[src/rtl/core/hse_pkg.sv]
`timescale 1ns / 1ps
`default_nettype none

package hse_pkg;

  // one element of the set, ordered as signed two's complement
  typedef logic signed [31:0] word_t;

  // sequencer states: insert (sift up), sort (swap + sift down), emit
  typedef enum logic [3:0] {
    ST_IDLE,
    ST_UP_START,
    ST_UP_CMP,
    ST_UP_FIN,
    ST_RD_END,
    ST_RD_ROOT,
    ST_WR_END,
    ST_LEFT,
    ST_RIGHT,
    ST_DOWN_CMP,
    ST_DOWN_FIN,
    ST_EMIT
  } state_e;

endpackage

`default_nettype wire

[src/rtl/core/hse_heap_mem.sv]
`timescale 1ns / 1ps
`default_nettype none

module hse_heap_mem
  import hse_pkg::*;
#(
  parameter int unsigned Depth = 64,
  parameter int unsigned AddrW = $clog2(Depth)
) (
  input  wire logic             clk_i,
  input  wire logic             we_i,
  input  wire logic [AddrW-1:0] waddr_i,
  input  wire word_t            wdata_i,
  input  wire logic             re_i,
  input  wire logic [AddrW-1:0] raddr_i,
  output word_t                 rdata_o
);

  word_t mem [Depth];
  word_t rdata_q;

  always_ff @(posedge clk_i) begin
    if (we_i) begin
      mem[waddr_i] <= wdata_i;
    end
    if (re_i) begin
      rdata_q <= mem[raddr_i];
    end
  end

  assign rdata_o = rdata_q;

endmodule

`default_nettype wire

[src/rtl/core/heap_sort_engine_top.sv]
`timescale 1ns / 1ps
`default_nettype none

// heap sort engine: a run of signed 32-bit words is written in one word per start pulse,
// last_item_i closing the run. each word is pushed into a binary max-heap held in a
// single-port-read / single-port-write ram and sifted up at once; busy stays high while
// the word climbs, paced by the one ram read per heap level and the single shared signed
// comparator. on the closing word the engine swaps the root to the end and sifts down for
// each element, then streams the sorted run in ascending order, one word per cycle on
// consecutive cycles, each marked by strobe_o for exactly one cycle. there is no
// back-pressure: the receiver must take every word as it is shown. last_result_o marks the
// final word of a run; overflow_o is high on every word of a run in which words beyond
// MAX_ITEMS were dropped. a run of one word comes back as is. busy drops as the last word
// is read out, so a new run may start while that word is still on the outputs.
module heap_sort_engine_top
  import hse_pkg::*;
#(
  parameter int unsigned MAX_ITEMS = 64
) (
  input  wire logic  clk_i,
  input  wire logic  rst_ni,
  input  wire logic  start,
  output logic       busy,
  input  wire word_t value_i,
  input  wire logic  last_item_i,
  output logic       strobe_o,
  output word_t      sorted_value_o,
  output logic       last_result_o,
  output logic       overflow_o
);

  // ram address width and slot width (slots count 1..MAX_ITEMS, heap style)
  localparam int unsigned AW = $clog2(MAX_ITEMS);
  localparam int unsigned CW = $clog2(MAX_ITEMS + 1);

  state_e state_q, state_d;

  logic [CW-1:0] count_q, count_d;      // words stored in this run
  logic          ovf_q, ovf_d;          // a word of this run was dropped
  logic          close_q, close_d;      // the word being inserted closes the run
  logic [CW-1:0] pos_q, pos_d;          // hole position, also emit slot
  logic [CW:0]   child_q, child_d;      // left child during sift down
  logic [CW-1:0] end_q, end_d;          // current heap end while sorting
  logic [CW-1:0] bpos_q, bpos_d;        // position of larger child
  word_t         best_q, best_d;        // value of larger child
  word_t         cur_q, cur_d;          // word being placed (sift up or down)

  logic strobe_q, strobe_d;
  logic last_res_q, last_res_d;
  logic ovf_out_q, ovf_out_d;

  // ram port
  logic          we, re;
  logic [CW-1:0] wslot, rslot;
  word_t         wdata, rdata;

  // shared compare unit
  word_t cmp_a, cmp_b;
  logic  cmp_lt;

  logic [CW-1:0] size;        // heap size during sift down
  logic [CW-1:0] up_par;      // parent of the hole during sift up
  logic [CW:0]   child_nx;    // left child of the larger child
  logic          room;
  state_e        close_tgt;

  assign size      = end_q - CW'(1);
  assign up_par    = pos_q >> 1;
  assign child_nx  = {bpos_q, 1'b0};
  assign room      = (count_q < CW'(MAX_ITEMS));
  assign close_tgt = (count_q > CW'(1)) ? ST_RD_END : ST_EMIT;

  assign cmp_lt = (cmp_a < cmp_b);

  hse_heap_mem #(
    .Depth (MAX_ITEMS),
    .AddrW (AW)
  ) u_mem (
    .clk_i   (clk_i),
    .we_i    (we),
    .waddr_i (AW'(wslot - CW'(1))),
    .wdata_i (wdata),
    .re_i    (re),
    .raddr_i (AW'(rslot - CW'(1))),
    .rdata_o (rdata)
  );

  // next state
  always_comb begin
    state_d = state_q;
    unique case (state_q)
      ST_IDLE: begin
        if (start) begin
          if (room) begin
            state_d = ST_UP_START;
          end else if (last_item_i) begin
            state_d = close_tgt;
          end
        end
      end
      ST_UP_START: begin
        state_d = (pos_q == CW'(1)) ? ST_UP_FIN : ST_UP_CMP;
      end
      ST_UP_CMP: begin
        if (cmp_lt) begin
          state_d = (up_par == CW'(1)) ? ST_UP_FIN : ST_UP_CMP;
        end else begin
          state_d = close_q ? close_tgt : ST_IDLE;
        end
      end
      ST_UP_FIN:  state_d = close_q ? close_tgt : ST_IDLE;
      ST_RD_END:  state_d = ST_RD_ROOT;
      ST_RD_ROOT: state_d = ST_WR_END;
      ST_WR_END: begin
        state_d = (end_q >= CW'(3)) ? ST_LEFT : ST_DOWN_FIN;
      end
      ST_LEFT: begin
        state_d = (child_q < {1'b0, size}) ? ST_RIGHT : ST_DOWN_CMP;
      end
      ST_RIGHT: state_d = ST_DOWN_CMP;
      ST_DOWN_CMP: begin
        if (cmp_lt && (child_nx <= {1'b0, size})) begin
          state_d = ST_LEFT;
        end else begin
          state_d = ST_DOWN_FIN;
        end
      end
      ST_DOWN_FIN: begin
        state_d = (size > CW'(1)) ? ST_RD_END : ST_EMIT;
      end
      ST_EMIT: begin
        state_d = (pos_q == count_q) ? ST_IDLE : ST_EMIT;
      end
      default: state_d = ST_IDLE;
    endcase
  end

  // datapath and ram control
  always_comb begin
    count_d    = count_q;
    ovf_d      = ovf_q;
    close_d    = close_q;
    pos_d      = pos_q;
    child_d    = child_q;
    end_d      = end_q;
    bpos_d     = bpos_q;
    best_d     = best_q;
    cur_d      = cur_q;
    strobe_d   = 1'b0;
    last_res_d = 1'b0;
    ovf_out_d  = ovf_out_q;
    we         = 1'b0;
    re         = 1'b0;
    wslot      = pos_q;
    rslot      = pos_q;
    wdata      = cur_q;
    cmp_a      = cur_q;
    cmp_b      = best_q;

    unique case (state_q)
      ST_IDLE: begin
        if (start) begin
          close_d = last_item_i;
          end_d   = count_q;
          if (room) begin
            count_d = count_q + CW'(1);
            pos_d   = count_q + CW'(1);
            cur_d   = value_i;
          end else begin
            ovf_d = 1'b1;
            pos_d = CW'(1);
          end
        end
      end
      ST_UP_START: begin
        if (pos_q != CW'(1)) begin
          re    = 1'b1;
          rslot = up_par;
        end
      end
      ST_UP_CMP: begin
        // parent smaller than the new word: move parent down into the hole
        cmp_a = rdata;
        cmp_b = cur_q;
        we    = 1'b1;
        if (cmp_lt) begin
          wdata = rdata;
          pos_d = up_par;
          if (up_par != CW'(1)) begin
            re    = 1'b1;
            rslot = up_par >> 1;
          end
        end else begin
          end_d = count_q;
          pos_d = CW'(1);
        end
      end
      ST_UP_FIN: begin
        we    = 1'b1;
        end_d = count_q;
        pos_d = CW'(1);
      end
      ST_RD_END: begin
        re    = 1'b1;
        rslot = end_q;
      end
      ST_RD_ROOT: begin
        re    = 1'b1;
        rslot = CW'(1);
        cur_d = rdata;
      end
      ST_WR_END: begin
        // old root goes to the end, hole opens at the root
        we      = 1'b1;
        wslot   = end_q;
        wdata   = rdata;
        pos_d   = CW'(1);
        child_d = (CW + 1)'(2);
        if (end_q >= CW'(3)) begin
          re    = 1'b1;
          rslot = CW'(2);
        end
      end
      ST_LEFT: begin
        best_d = rdata;
        bpos_d = child_q[CW-1:0];
        if (child_q < {1'b0, size}) begin
          re    = 1'b1;
          rslot = CW'(child_q + (CW + 1)'(1));
        end
      end
      ST_RIGHT: begin
        cmp_a = best_q;
        cmp_b = rdata;
        if (cmp_lt) begin
          best_d = rdata;
          bpos_d = bpos_q + CW'(1);
        end
      end
      ST_DOWN_CMP: begin
        // placed word smaller than larger child: child moves up
        cmp_a = cur_q;
        cmp_b = best_q;
        if (cmp_lt) begin
          we      = 1'b1;
          wdata   = best_q;
          pos_d   = bpos_q;
          child_d = child_nx;
          if (child_nx <= {1'b0, size}) begin
            re    = 1'b1;
            rslot = child_nx[CW-1:0];
          end
        end
      end
      ST_DOWN_FIN: begin
        we    = 1'b1;
        end_d = size;
        pos_d = CW'(1);
      end
      ST_EMIT: begin
        re         = 1'b1;
        strobe_d   = 1'b1;
        last_res_d = (pos_q == count_q);
        ovf_out_d  = ovf_q;
        pos_d      = pos_q + CW'(1);
        if (pos_q == count_q) begin
          count_d = '0;
          ovf_d   = 1'b0;
        end
      end
      default: begin
      end
    endcase
  end

  // control state
  always_ff @(posedge clk_i or negedge rst_ni) begin
    if (!rst_ni) begin
      state_q    <= ST_IDLE;
      count_q    <= '0;
      ovf_q      <= 1'b0;
      close_q    <= 1'b0;
      strobe_q   <= 1'b0;
      last_res_q <= 1'b0;
    end else begin
      state_q    <= state_d;
      count_q    <= count_d;
      ovf_q      <= ovf_d;
      close_q    <= close_d;
      strobe_q   <= strobe_d;
      last_res_q <= last_res_d;
    end
  end

  // payload
  always_ff @(posedge clk_i) begin
    pos_q     <= pos_d;
    child_q   <= child_d;
    end_q     <= end_d;
    bpos_q    <= bpos_d;
    best_q    <= best_d;
    cur_q     <= cur_d;
    ovf_out_q <= ovf_out_d;
  end

  assign busy           = (state_q != ST_IDLE);
  assign strobe_o       = strobe_q;
  assign sorted_value_o = rdata;
  assign last_result_o  = last_res_q;
  assign overflow_o     = ovf_out_q;

endmodule

`default_nettype wire

[config.mk]
export PLATFORM = sky130hd
export DESIGN_NAME = heap_sort_engine_top
export DESIGN_NICKNAME = d
export VERILOG_FILES = /design/src/rtl/core/hse_pkg.sv /design/src/rtl/core/hse_heap_mem.sv /design/src/rtl/core/heap_sort_engine_top.sv
export SDC_FILE = /design/constraint.sdc
export NUM_CORES = 2
export LEC_CHECK = 0
export ABC_AREA = 1
export BUFFER_PORTS_ARGS = -buffer_cell sky130_fd_sc_hd__buf_4
export CAP_MARGIN = 20
export CORE_ASPECT_RATIO = 1.4
export CORE_MARGIN = 2
export CORE_UTILIZATION = 40
export CTS_CLUSTER_DIAMETER = 50
export DETAILED_ROUTE_END_ITERATION = 10
export PLACE_DENSITY = 0.67
export SYNTH_ARGS = -nofsm -noshare
export SYNTH_HDL_FRONTEND = slang
export SYNTH_SLANG_ARGS = --single-unit
[constraint.sdc]
create_clock -name clk_i -period 18.4 [get_ports clk_i]
set_clock_uncertainty 0.05 [all_clocks]
set_input_delay 1.84 -clock clk_i [delete_from_list [all_inputs] [get_ports clk_i]]
set_output_delay 1.84 -clock clk_i [all_outputs]
set_load 0.01 [all_outputs]
======== After elaboration in Yosys (flattened, before gate mapping) ========
Memories as Yosys holds them, arrays and structs flattened. A register that Yosys moved wholly into a read port is not among the register bits.
Index checks and enable logic that the tools add are counted.
word-level totals
  bits in registers ....................... 109
  RAM bits ................................ 2048
  input bits .............................. 36
  output and inout port bits .............. 36
  logic and storage cells ................. 140
  memories kept ........................... 1
memory list
  name       words  bits a word  rd ports  clocked after Yosys merged registers in  wr ports  line                RTL
  u_mem.mem  64     32           1         1                                        1         hse_heap_mem.sv:19  word_t mem [Depth];
cells by class
  add/subtract/negate cells ............... 7
  magnitude comparators ................... 7
  eq/ne operators ......................... 24
  mux-type cells .......................... 67
  reduce and logical (&&, ||, !) cells .... 21
operator list
  kind                                                                             count
  32-bit case mux with 2 select lines                                              4
  32-bit two-way mux                                                               5
  32-bit case mux with 3 select lines                                              1
  7-bit two-way mux                                                                9
  6-bit two-way mux                                                                9
  4-bit case mux with 12 select lines                                              1
  6-bit case mux with 7 select lines                                               1
  4-bit two-way mux                                                                10
  7-bit case mux with 5 select lines                                               1
  32-bit less-than comparator                                                      1
  7-bit case mux with 2 select lines                                               2
  7-bit case mux with 4 select lines                                               1
  7-bit by 1-bit adder with 7-bit output, second input constant                    3
  1-bit two-way mux                                                                18
  4-bit by 3-bit == test with 1-bit output, second input constant                  4
  4-bit == test, second input constant                                             4
  8-bit case mux with 2 select lines                                               1
  7-bit by 1-bit greater-than comparator with 1-bit output, second input constant  2
  2-bit inequality test, second input constant                                     7
  6-bit by 1-bit subtractor with 6-bit output, second input constant               2
  3-bit AND reduction                                                              3
  4-bit by 2-bit == test with 1-bit output, second input constant                  2
  8-bit by 7-bit <= comparator with 1-bit output                                   1
  8-bit by 7-bit less-than comparator with 1-bit output                            1
  other kinds (23)                                                                 33

======== Longest topological paths before layout ========
  depth after elaboration ................. 7
  mapped depth ............................ 41

======== Hierarchy ========
Synthesis repeated with hierarchy kept, for this count alone.
second synthesis, totals
  cells, all modules ...................... 7990
  area, all modules ....................... 92044.5 um^2
modules (own cells, without submodules)
  module                instances  cells each  area an instance (um^2)  seq. area each (um^2)
  hse_heap_mem          1          6769        83058.4                  62459.9
  heap_sort_engine_top  1          1221        8986.1                   3168.0

======== Worst setup path before layout ========
Ideal clock, no wire load.
  path type ............................... reg-to-reg
  from .................................... register state_q[2]
  to ...................................... memory u_mem.mem[0][17] in the netlist's numbering, data pin
  arrival time ............................ 5.950 ns
  required time ........................... 17.648 ns
  path slack .............................. 11.699 ns
  stages on the path, launching flop included .. 21
  buffers on the path ..................... 4
  cells stage by stage .................... dfrtp_1 > inv_2 > nand2_1 > nor2_2 > clkbuf_1 > clkbuf_1 > buf_1 > nand2_1 > o211ai_1 > o21ai_0 > ha_1 > a21oi_1 > nor2_1 > a211oi_1 > o221ai_1 > a21oi_1 > nand3_1 > nand2_2 > clkbuf_1 > o21ai_0 > o21ai_0
on the way
  word-level cells in the longest chain between the ends .. 5
  elaborated cells between the ends (all ways) .. 10
ends and longest elaborated chain
  what                                                                       line                                                      RTL
  start, declared                                                            heap_sort_engine_top.sv:36                                state_e state_q, state_d;
  start signal, assigned                                                     heap_sort_engine_top.sv:286                               state_q <= state_d;
  4-bit == test or 4-bit by 2-bit == test with 1-bit output (tied branches)  heap_sort_engine_top.sv:160                               unique case (state_q)
  32-bit case mux with 2 select lines                                        heap_sort_engine_top.sv:160
  32-bit less-than comparator                                                heap_sort_engine_top.sv:73                                assign cmp_lt = (cmp_a < cmp_b);
  32-bit two-way mux (on tied branches)                                      heap_sort_engine_top.sv:244, heap_sort_engine_top.sv:186
  32-bit case mux with 3 select lines *                                      heap_sort_engine_top.sv:160
  net u_mem.wdata_i[17]                                                      hse_heap_mem.sv:13                                        input wire word_t wdata_i,
  end, declared                                                              hse_heap_mem.sv:19
Mark *: on every way through the listed nets, which the timed path passes. The rest lies on a longest branch.

======== Worst setup path after layout ========
  from .................................... register state_q[3]
  to ...................................... register u_mem.rdata_q[9] (netlist: u_mem.rdata_o[9]) (read register of u_mem.mem), data pin
on the way
  word-level cells in the longest chain between the ends .. 6
  elaborated cells between the ends (all ways) .. 20
ends and longest elaborated chain
  what                                                                       line                                                      RTL
  4-bit == test or 4-bit by 2-bit == test with 1-bit output (tied branches)  heap_sort_engine_top.sv:160
  32-bit case mux with 2 select lines                                        heap_sort_engine_top.sv:160
  32-bit less-than comparator                                                heap_sort_engine_top.sv:73
  6-bit two-way mux (on tied branches)                                       heap_sort_engine_top.sv:244, heap_sort_engine_top.sv:186
  6-bit case mux with 7 select lines                                         heap_sort_engine_top.sv:160
  6-bit by 1-bit subtractor with 6-bit output                                heap_sort_engine_top.sv:84                                .raddr_i (AW'(rslot - CW'(1))),
  end, declared                                                              hse_heap_mem.sv:20                                        word_t rdata_q;
Several ways; a longest one is shown, not always the timed one.
A chain may end at the register's enable or synchronous reset.

==> run metrics <==
drt via density 5.673; most frequent CP cell nand3_1; Synth Instances 9262; global-route wire length before repair 453300 um; status complete, no violations; Final nets 9201; Worst Setup SP state_q[3]; worst-case clock buffer depth 4; worst slew pin tran 1249 ps; CTS tree yes; DRC Markers 0; Yosys top cell area share 0.6555; R2R setup slack 7820 ps; register area share after synthesis 0.6593; largest cells by area after synthesis edfxtp_1, nand3_1, nand2_1, inv_1, nand3b_1; Die Ht 594.3 um; CTS root buf clkbuf_16; fin. max-slew vios 0; final hold violation count 0; Pre-Repair DR Iteration Count 9; setup repair after global routing missed its margin no; post-CTS setup buffers 0; crit path max fanout 154; Detail Placement HPWL 175300 um; die area 252900 sq um; remaining global-route overflow 0; via count 71130; Syn Area/Cell 10.75 sq um; Final ANT Viol Nets 0; Period minus WS final 10580 ps; slew margin rel. 0.1587; syn nets 9350; WS Path Type flop to flop; Max-Cap Viols 0; post-synthesis cell type count 54; Post-Route WL 311900 um; Worst setup SP type flop; # H-tree levels 4; final setup vio count 0; Max stage delay cell, worst path buf_4; Yosys reg bits 2188; Placer Congestion 0.9221; Port Buf Inserts 71; IO Count 72; Yosys Warn Count 0; Worst path max stage delay 810 ps; Crit. End Element flop; vias in the first global route 67910; total CTS buffers 204; final worst slack 7818 ps; Tot GR Track Use 0.2398; fmax 0.09450 GHz; cell taking the most area after synthesis edfxtp_1; WP data arrival 11260 ps; Rows 216; initial antenna violation count 10; fillcell total 22350; synthesized area 99550 sq um; clk_lat worst skew 880 ps; Area growth syn-to-layout 10.69%; Worst Min Path Start ovf_q; reg-to-reg startpoint state_q[3]; Die Wd 425.6 um; WP data required 19080 ps; post-DR wirelength/cell 24.87 um; Core ar. 247300 sq um; layout cells sized above 1 0.07222; post-CTS sizing 0; Initial Utilization 0.4026; clk sinks 2188; cts hold-fix bufs 0; Final period util 0.5751; dpl ws 8216 ps; Tightest Hold Check Type flop to flop; Setup Total Neg Slack 0 ps; starting DRC count in detailed routing 9994; largest net degree at the start of global routing 190; clock slew at reported path FFs 70 ps
[metal layers]
metal	vias up	track usage	wire length (um)
met5	-	0	0
met4	0	0.1413	20470
met3	812	0.03586	29390
met2	4067	0.4010	150500
met1	34780	0.2934	111500
li1	31460	-	-
[through the flow]
stage / cells / util / cell area [sq um] / hold WS, ps
detailed placement: 12180 / 0.4193 / 103700 / 384.2
global route: 12530 / 0.4455 / 110200 / 435.2
floorplan: 9262 / - / 99550 / 375.4
CTS: 12530 / 0.4455 / 110200 / 410.7
global placement: 12180 / 0.4193 / 103700 / 393.3
finish: 12540 / 0.4456 / 110200 / 411.3
[layout by cell type (no fill, tap or decap), drive strengths merged, types with 15 or more instances in the layout]
master	instances
a21oi	27
a221oi	30
nand3	2190
nor3	40
clkinv	88
o22a	26
nand3b	605
nor2	171
dfrtp	15
edfxtp	2173
or2	33
inv	1446
o211ai	66
ha	52
nand4	20
buf	247
bufinv	22
clkbuf	238
nand2	1466
o21ai	223
[layout make-up]
| type | instances | area, sq um | area share |
|---|---|---|---|
| flip-flops and latches | 2188 | 65630 | 0.5956 |
| multi-input cells | 5028 | 26550 | 0.2410 |
| inverters | 1444 | 5428 | 0.04926 |
| clock buffers | 238 | 5328 | 0.04835 |
| well taps | 3270 | 4091 | 0.03713 |
| repair buffers | 247 | 1979 | 0.01796 |
| clock inverters | 118 | 1167 | 0.01059 |
| diodes | 5 | 12.51 | 0.0001136 |
[worst max-delay path: cells and delay by family, from the launching register on]
family                   cells  cell delay, ps
buffers and inverters        7            3290
AO/OA/AOI/OAI                6            1150
AND/OR/NAND/NOR             17            3940
flip-flops                   1             430
adder cells (fa/ha/maj)      2             720
[state kept, by name (all words and copies together), names as in the netlist, 4 cells and up]
register / count
bpos_q: 7
u_mem.rdata_o: 32
u_mem.mem: 2048
cur_q: 32
child_q: 7
state_q: 4
end_q: 7
count_q: 7
best_q: 32
pos_q: 7
[cells by family after synthesis]
family / after synthesis / share of synthesized area
xor gates and xnor gates: 25 / 0.002577
and+or+nand+nor: 4532 / 0.2240
AOI/OAI and AO/OA: 417 / 0.02592
DFF: 2188 / 0.6593
adders and majority gates: 52 / 0.006536
muxes: 2 / 0.0002262
buffers and inverters: 2046 / 0.08145
[worst paths after layout]
kind                               endpoint  cells after the start
max in group asynchronous        count_q[0]                      1
hold / removal                   overflow_o                      0
setup / recovery           u_mem.rdata_o[9]                     32
min in group asynchronous          strobe_o                      1
setup reg to reg           u_mem.rdata_o[9]                     32
hold reg to reg                  overflow_o                      0
[cell usage after synthesis, drive strengths merged]
cell type and number:
clkbuf 267, o22a 26, nand3b 605, a211oi 5, nor3 40, a221oi 30, mux2 2, o21ai 223
nand2 1466, a2111oi 1, a32o 1, dfrtp 15, xor2 14, a2111o 1, o221ai 6, o22ai 14
o21bai 1, xnor2 11, nand4 20, nor2 171, buf 335, edfxtp 2173, nor4 4, a31oi 5
or2 33, a21o 2, a211o 1, and3 1, o2111ai 7, nor3b 1, o211ai 66, inv 1441
a21oi 27, and3b 1, nand3 2190, ha 52, clkinv 3, a22oi 1
Power is not shown: default switching activity piles up to over one toggle a cycle in this logic, so the estimate is an artifact.
